<file path="src/rtl/smt_pkg.sv">
package smt_pkg;

  // Default number of table slots
  localparam int unsigned CAPACITY_DEF = 16;

  localparam int unsigned VALUE_W  = 32;
  localparam int unsigned MODE_W   = 2;
  localparam int unsigned STATUS_W = 2;
  localparam int unsigned COUNT_W  = 5;

  // Operation codes; the unused code behaves as a lookup
  localparam logic [MODE_W-1:0] MODE_INSERT = 2'd0;
  localparam logic [MODE_W-1:0] MODE_REMOVE = 2'd1;
  localparam logic [MODE_W-1:0] MODE_LOOKUP = 2'd2;

  // Result status codes
  localparam logic [STATUS_W-1:0] ST_DONE   = 2'd0;
  localparam logic [STATUS_W-1:0] ST_DUP    = 2'd1;
  localparam logic [STATUS_W-1:0] ST_ABSENT = 2'd2;
  localparam logic [STATUS_W-1:0] ST_FULL   = 2'd3;

  typedef enum logic [1:0] {
    S_IDLE,
    S_SCAN,
    S_LAST,
    S_DONE
  } state_t;

endpackage

</file>
<file path="src/rtl/smt_ram.sv">
module smt_ram #(
  parameter int unsigned WIDTH = 32,
  parameter int unsigned DEPTH = 16
) (
  input  logic                     clk,
  input  logic                     we,
  input  logic [$clog2(DEPTH)-1:0] addr,
  input  logic [WIDTH-1:0]         wdata,
  output logic [WIDTH-1:0]         rdata
);

  logic [WIDTH-1:0] mem [DEPTH];

  // Write, or read with registered data
  always_ff @(posedge clk) begin
    if (we) begin
      mem[addr] <= wdata;
    end else begin
      rdata <= mem[addr];
    end
  end

endmodule

</file>
<file path="src/rtl/set_membership_table.sv">
// Channel  Dir  Handshake            Payload
// s_*      in   s_tvalid / s_tready  s_tuser = mode, s_tdata = value
// m_*      out  m_tvalid / m_tready  m_tdata = hit, status, count
//
// For each request a scan reads one slot a cycle from the value RAM (one port,
// registered read), compares it and tracks the lowest free slot, then the done
// state applies the write-back and loads the result.
// s_tready is high only while idle. The result register holds until taken;
// a finished request waits in write-back while an earlier result stalls.
// rst clears valid marks, count and control at once; slot values need none.
module set_membership_table
  import smt_pkg::*;
#(
  parameter int unsigned CAPACITY = CAPACITY_DEF
) (
  input  logic        clk,
  input  logic        rst,
  input  logic        s_tvalid,
  output logic        s_tready,
  input  logic [31:0] s_tdata,   // [31:0] value
  input  logic [1:0]  s_tuser,   // [1:0] mode
  output logic        m_tvalid,
  input  logic        m_tready,
  output logic [7:0]  m_tdata    // [0] hit, [2:1] status, [7:3] count
);

  localparam int unsigned IW = $clog2(CAPACITY);
  localparam int unsigned CW = $clog2(CAPACITY + 1);
  localparam logic [IW-1:0] LAST_IDX = IW'(CAPACITY - 1);

  state_t state, state_next;

  logic [MODE_W-1:0]  mode;
  logic [VALUE_W-1:0] value;
  logic [IW-1:0]      scan_idx;
  logic               cmp_en;
  logic [IW-1:0]      cmp_idx;
  logic               found;
  logic [IW-1:0]      match_idx;
  logic               have_free;
  logic [IW-1:0]      free_idx;
  logic [CAPACITY-1:0] slot_valid;
  logic [CW-1:0]      element_count;

  logic [VALUE_W-1:0] rd_data;
  logic               ram_we;
  logic [IW-1:0]      ram_addr;
  logic               cmp_hit;
  logic               cmp_free;
  logic               in_beat;
  logic               out_free;
  logic               do_insert;
  logic               do_remove;
  logic [STATUS_W-1:0] status;
  logic [CW-1:0]      count_after;
  logic [CW+COUNT_W-1:0] count_ext;

  assign in_beat  = s_tvalid && s_tready;
  assign out_free = !m_tvalid || m_tready;

  // Compare the slot read last cycle
  assign cmp_hit  = cmp_en && slot_valid[cmp_idx] && (rd_data == value);
  assign cmp_free = cmp_en && !slot_valid[cmp_idx];

  // Decide the operation once the scan is over
  assign do_insert = (mode == MODE_INSERT) && !found && have_free;
  assign do_remove = (mode == MODE_REMOVE) && found;

  always_comb begin
    status      = ST_DONE;
    count_after = element_count;
    if (mode == MODE_INSERT) begin
      if (found) begin
        status = ST_DUP;
      end else if (!have_free) begin
        status = ST_FULL;
      end else begin
        count_after = element_count + CW'(1);
      end
    end else if (mode == MODE_REMOVE) begin
      if (found) begin
        count_after = element_count - CW'(1);
      end else begin
        status = ST_ABSENT;
      end
    end
  end

  assign count_ext = (CW + COUNT_W)'(count_after);

  // Next state
  always_comb begin
    state_next = state;
    unique case (state)
      S_IDLE: if (s_tvalid) state_next = S_SCAN;
      S_SCAN: if (scan_idx == LAST_IDX) state_next = S_LAST;
      S_LAST: state_next = S_DONE;
      S_DONE: if (out_free) state_next = S_IDLE;
      default: state_next = S_IDLE;
    endcase
  end

  // Outputs of the sequencer
  always_comb begin
    s_tready = 1'b0;
    ram_we   = 1'b0;
    ram_addr = scan_idx;
    unique case (state)
      S_IDLE: s_tready = 1'b1;
      S_SCAN: ram_addr = scan_idx;
      S_LAST: ram_addr = scan_idx;
      S_DONE: begin
        ram_addr = free_idx;
        ram_we   = out_free && do_insert;
      end
      default: s_tready = 1'b0;
    endcase
  end

  smt_ram #(
    .WIDTH (VALUE_W),
    .DEPTH (CAPACITY)
  ) u_slot_ram (
    .clk   (clk),
    .we    (ram_we),
    .addr  (ram_addr),
    .wdata (value),
    .rdata (rd_data)
  );

  // Control registers
  always_ff @(posedge clk) begin
    if (rst) begin
      state         <= S_IDLE;
      slot_valid    <= '0;
      element_count <= '0;
      m_tvalid      <= 1'b0;
      cmp_en        <= 1'b0;
    end else begin
      state  <= state_next;
      cmp_en <= (state == S_SCAN);
      if (state == S_DONE && out_free) begin
        m_tvalid      <= 1'b1;
        element_count <= count_after;
        if (do_insert) begin
          slot_valid[free_idx] <= 1'b1;
        end else if (do_remove) begin
          slot_valid[match_idx] <= 1'b0;
        end
      end else if (m_tvalid && m_tready) begin
        m_tvalid <= 1'b0;
      end
    end
  end

  // Request, scan and result payload
  always_ff @(posedge clk) begin
    if (in_beat) begin
      mode      <= s_tuser;
      value     <= s_tdata;
      scan_idx  <= '0;
      found     <= 1'b0;
      have_free <= 1'b0;
    end else begin
      if (state == S_SCAN && scan_idx != LAST_IDX) begin
        scan_idx <= scan_idx + IW'(1);
      end
      if (cmp_hit && !found) begin
        found     <= 1'b1;
        match_idx <= cmp_idx;
      end
      if (cmp_free && !have_free) begin
        have_free <= 1'b1;
        free_idx  <= cmp_idx;
      end
    end
    cmp_idx <= scan_idx;
    if (state == S_DONE && out_free) begin
      m_tdata <= {count_ext[COUNT_W-1:0], status, found};
    end
  end

endmodule

</file>
<file path="config.mk">
export PLATFORM = sky130hd
export DESIGN_NAME = set_membership_table
export DESIGN_NICKNAME = d
export VERILOG_FILES = /design/src/rtl/smt_pkg.sv /design/src/rtl/smt_ram.sv /design/src/rtl/set_membership_table.sv
export SDC_FILE = /design/constraint.sdc
export NUM_CORES = 1
export LEC_CHECK = 0
export ABC_AREA = 1
export BUFFER_PORTS_ARGS = -buffer_cell sky130_fd_sc_hd__buf_2
export CORE_AREA = 5 5 213 236
export CTS_CLUSTER_SIZE = 14
export DETAILED_ROUTE_END_ITERATION = 16
export DIE_AREA = 0 0 218 241
export GPL_TIMING_DRIVEN = 0
export PLACE_DENSITY_LB_ADDON = 0.3
export SYNTH_ARGS = -nofsm -noshare
export SYNTH_HDL_FRONTEND = slang
export SYNTH_SLANG_ARGS = --single-unit
</file>
<file path="constraint.sdc">
create_clock -name clk -period 6.5 [get_ports clk]
set_input_delay 0.65 -clock clk [delete_from_list [all_inputs] [get_ports clk]]
set_output_delay 0.65 -clock clk [all_outputs]
set_load 0.01 [all_outputs]
</file>
==> summary.md <==
| Metric | Value |
|---|---|
| Initial antenna violation count | `0` |
| Clock Skew | `slightly below 0.02 ns` |
| Die H | `241 µm` |
| Inst Count DP | `around 3.1k` |
| Post-synth top area cell | `edfxtp_1` |
| Sequential area share after synthesis | `0.716` |
| Placed Instance Area | `27400 µm²` |
| Number of global-route vias before repair | `16.9k` |
| Net Switching | `3.92 mW` |
| Clock network power share | `0.288` |
| Pleak | `11.5 nW` |
| Total track usage | `0.248` |
| CTS clk-pin slew, worst paths | `around 0.06 ns` |
| DRC viols | `0` |
| Die ar. | `52500 µm²` |
| Logic gate share of total power | `0.265` |
| Most instantiated library cell after synthesis | `nand2_1` |
| FILL cells | `3695` |
| Status | `finished, final reports clean` |
| DRT iter0 DRCs | `approximately 1.8k` |
| Endpoints failing setup | `0` |
| Die X | `218 µm` |
| Area share of the largest cell type after synthesis | `0.689` |
| Power Total | `11.6 mW` |
| Largest net degree at the start of global routing | `33` |
| Top FF cell, synth | `edfxtp_1` |
| First-pass GRT wire length | `98300 µm` |
| Layout area overhead | `13.1%` |
| Internal power | `7.68 mW` |
| DR vias | `17.3k` |
| Peak VDD IR | `0.000243 V` |
| Number of synthesized flops with an enable pin | `594` |
| Port Buffer Count | `47` |
| Setup Buffers After CTS | `0` |
| Ys Warns | `0` |
| Tmin final | `3.89 ns` |
| Hold slack | `0.202 ns` |
| Max-slew violations | `0` |
| Synthesized Nets | `2404` |
| GP Congestion | `0.896` |
| ANT nets after route | `0` |
| Max Fclk | `roughly 0.26 GHz` |
| Min-delay worst type | `in -> reg` |
| Avg Cell Area, Syn | `11.0 µm²` |
| PwrDens | `between 300 and 400 nW/µm²` |
| Reg2Reg Depth | `9` |
| Hold path cells | `1` |
| # H-tree levels | `2` |
| Initial Utilization | `0.545` |
| Final std cells w/o fill | `3178` |
| Clk Latency, worst-skew pair | `0.62 ns` |
| Cts bufs inserted | `61` |
| RSZ-0062 raised after global routing | `false` |
| Switching part of the total | `0.338` |
| Final WS setup | `2.61 ns` |
| Synth area leaders | `edfxtp_1 (69%), nand2_1 (16%), nand3_1 (3.2%), dfxtp_1 (2.7%), inv_1 (2.1%)` |
| Layout Utilization | `0.616` |
| Max-Cap Viols | `0` |
| Routed WL | `~65000 µm` |
| Post-synth ARST share | `0` |
| Drt pass-1 iters | `5` |
| Setup TNS | `0 ns` |
| Rows | `84` |
| CP endpoint kind | `flop` |
| Io pins | `between 40 and 50` |
| Setup crit start kind | `flop` |
| Cell Area, Synth | `25900 µm²` |
| CTS tree | `done` |
| Share of cells above drive strength 1 | `0.105` |
| Synth Register Bits | `629` |
| WP data arrival | `4.20 ns` |
| Post-cts resize count | `0` |
| Grt total ovfl | `0` |
| WL/cell | `20.5 µm` |
| Required time of the critical path | `a little under 7 ns` |
| Hold buffer count at cts | `0` |
| Via-per-instance ratio | `5.43` |
| Mapped Cells | `around 2.4k` |
| CTS Sinks | `629` |
| Final worst-path cycle share | `0.598` |
| Post-route cell area | `29300 µm²` |
| # diodes | `0` |
| Max-slew headroom | `0.378` |
| Hold Fails Final Rpt | `0` |
| Worst-path fanout max | `19` |
| Core area | `47500 µm²` |
| Clk root buf | `clkbuf_16` |
| Post-synth cell types | `36` |
| Setup Crit Path Kind | `reg -> reg` |
| Flop pwr share | `0.447` |
| Clk buf depth | `3` |
| Net count, final | `2531` |
| Tightest Pin Transition | `roughly 0.93 ns` |
| Post-Place Worst Slack | `2.65 ns` |
| Dpl hpwl | `42300 µm` |
| Most frequent cells after synthesis | `nand2_1 (1126), edfxtp_1 (594), nand3_1 (166), inv_1 (144), nor2_1 (87)` |
[worst max-delay path: stages (launching register included)]
cell and delay, ns:
dfxtp_1 0.39, ha_1 0.20, buf_6 0.16, inv_2 0.06
nor2_2 0.48, inv_1 0.24, nor2_1 0.54, nand3_1 0.51
nor2_4 0.72, buf_16 0.25
[layout make-up]
type	count	area, µm²	share of cell area
Inverter	152	573	0.0196
Tap cell	645	807	0.0276
Buffer	92	659	0.0225
Multi-Input combinational cell	1486	6220	0.213
Clock inverter	31	267	0.00911
Timing Repair Buffer	64	591	0.0202
Clock buffer	79	1590	0.0545
Sequential cell	629	18500	0.634
[worst paths after layout]
kind               start              endpoint  slack, ns
max reg2reg     state[0]  u_slot_ram.mem[9][8]       2.61
min reg2reg  scan_idx[3]            cmp_idx[3]       0.42
max             state[0]  u_slot_ram.mem[9][8]       2.61
min          s_tdata[22]             value[22]       0.20
[cells by family after synthesis]
kind of cell / after synthesis / synth area share
XOR/XNOR: 11 / 0.00372
AND/OR/NAND/NOR: 1397 / 0.213
multiplexers: 1 / 0.000387
AO/OA/AOI/OAI: 70 / 0.0151
adder cells (fa/ha/maj): 7 / 0.00338
flip-flops: 629 / 0.716
buffers and inverters: 244 / 0.0476
[power by group through the flow]
stage	Sequential, mW	Clock (mW)	Combinational (mW)
3_3_place_gp	5.25	0	2.95
3_5_place_dp	5.27	0	3.04
4_1_cts	5.18	3.38	3.07
5_1_grt	5.21	3.56	3.41
2_1_floorplan	5.12	0	2.02
6_report	5.19	3.34	3.07
[flip-flops by register name, summed over array words and instances (netlist names)]
| signal | count |
|---|---|
| slot_valid | 16 |
| u_slot_ram.mem | 512 |
| value | 32 |
| state | 2 |
| free_idx | 4 |
| found | 1 |
| element_count | 5 |
| scan_idx | 4 |
| m_tdata | 8 |
| match_idx | 4 |
| u_slot_ram.rdata | 32 |
| cmp_idx | 4 |
| have_free | 1 |
| cmp_en | 1 |
| mode | 2 |
| m_tvalid | 1 |
[placed cells by master (no fill, tap or decap), drive strengths merged, types with 2 or more instances in the layout]
master	synthesis	final
a21oi	29	29
a31oi	2	2
a41oi	2	2
buf	82	146
bufinv	0	4
clkbuf	10	89
clkinv	0	21
clkinvlp	0	4
dfxtp	35	35
edfxtp	594	594
ha	7	7
inv	152	154
nand2	1129	1129
nand3	166	166
nand4	5	5
nor2	94	94
o211ai	2	2
o21ai	29	29
o22ai	5	5
xnor2	10	10
[routing by layer]
metal	track usage	wire length [µm]	up-vias	share of wire
li1	-	-	8047	-
met1	0.327	25300	8279	0.39
met2	0.420	31800	778	0.49
met3	0.0384	5280	166	0.081
met4	0.0923	2600	0	0.040
met5	0	0	-	0
Note: power is estimated with default switching activity, not from simulation.
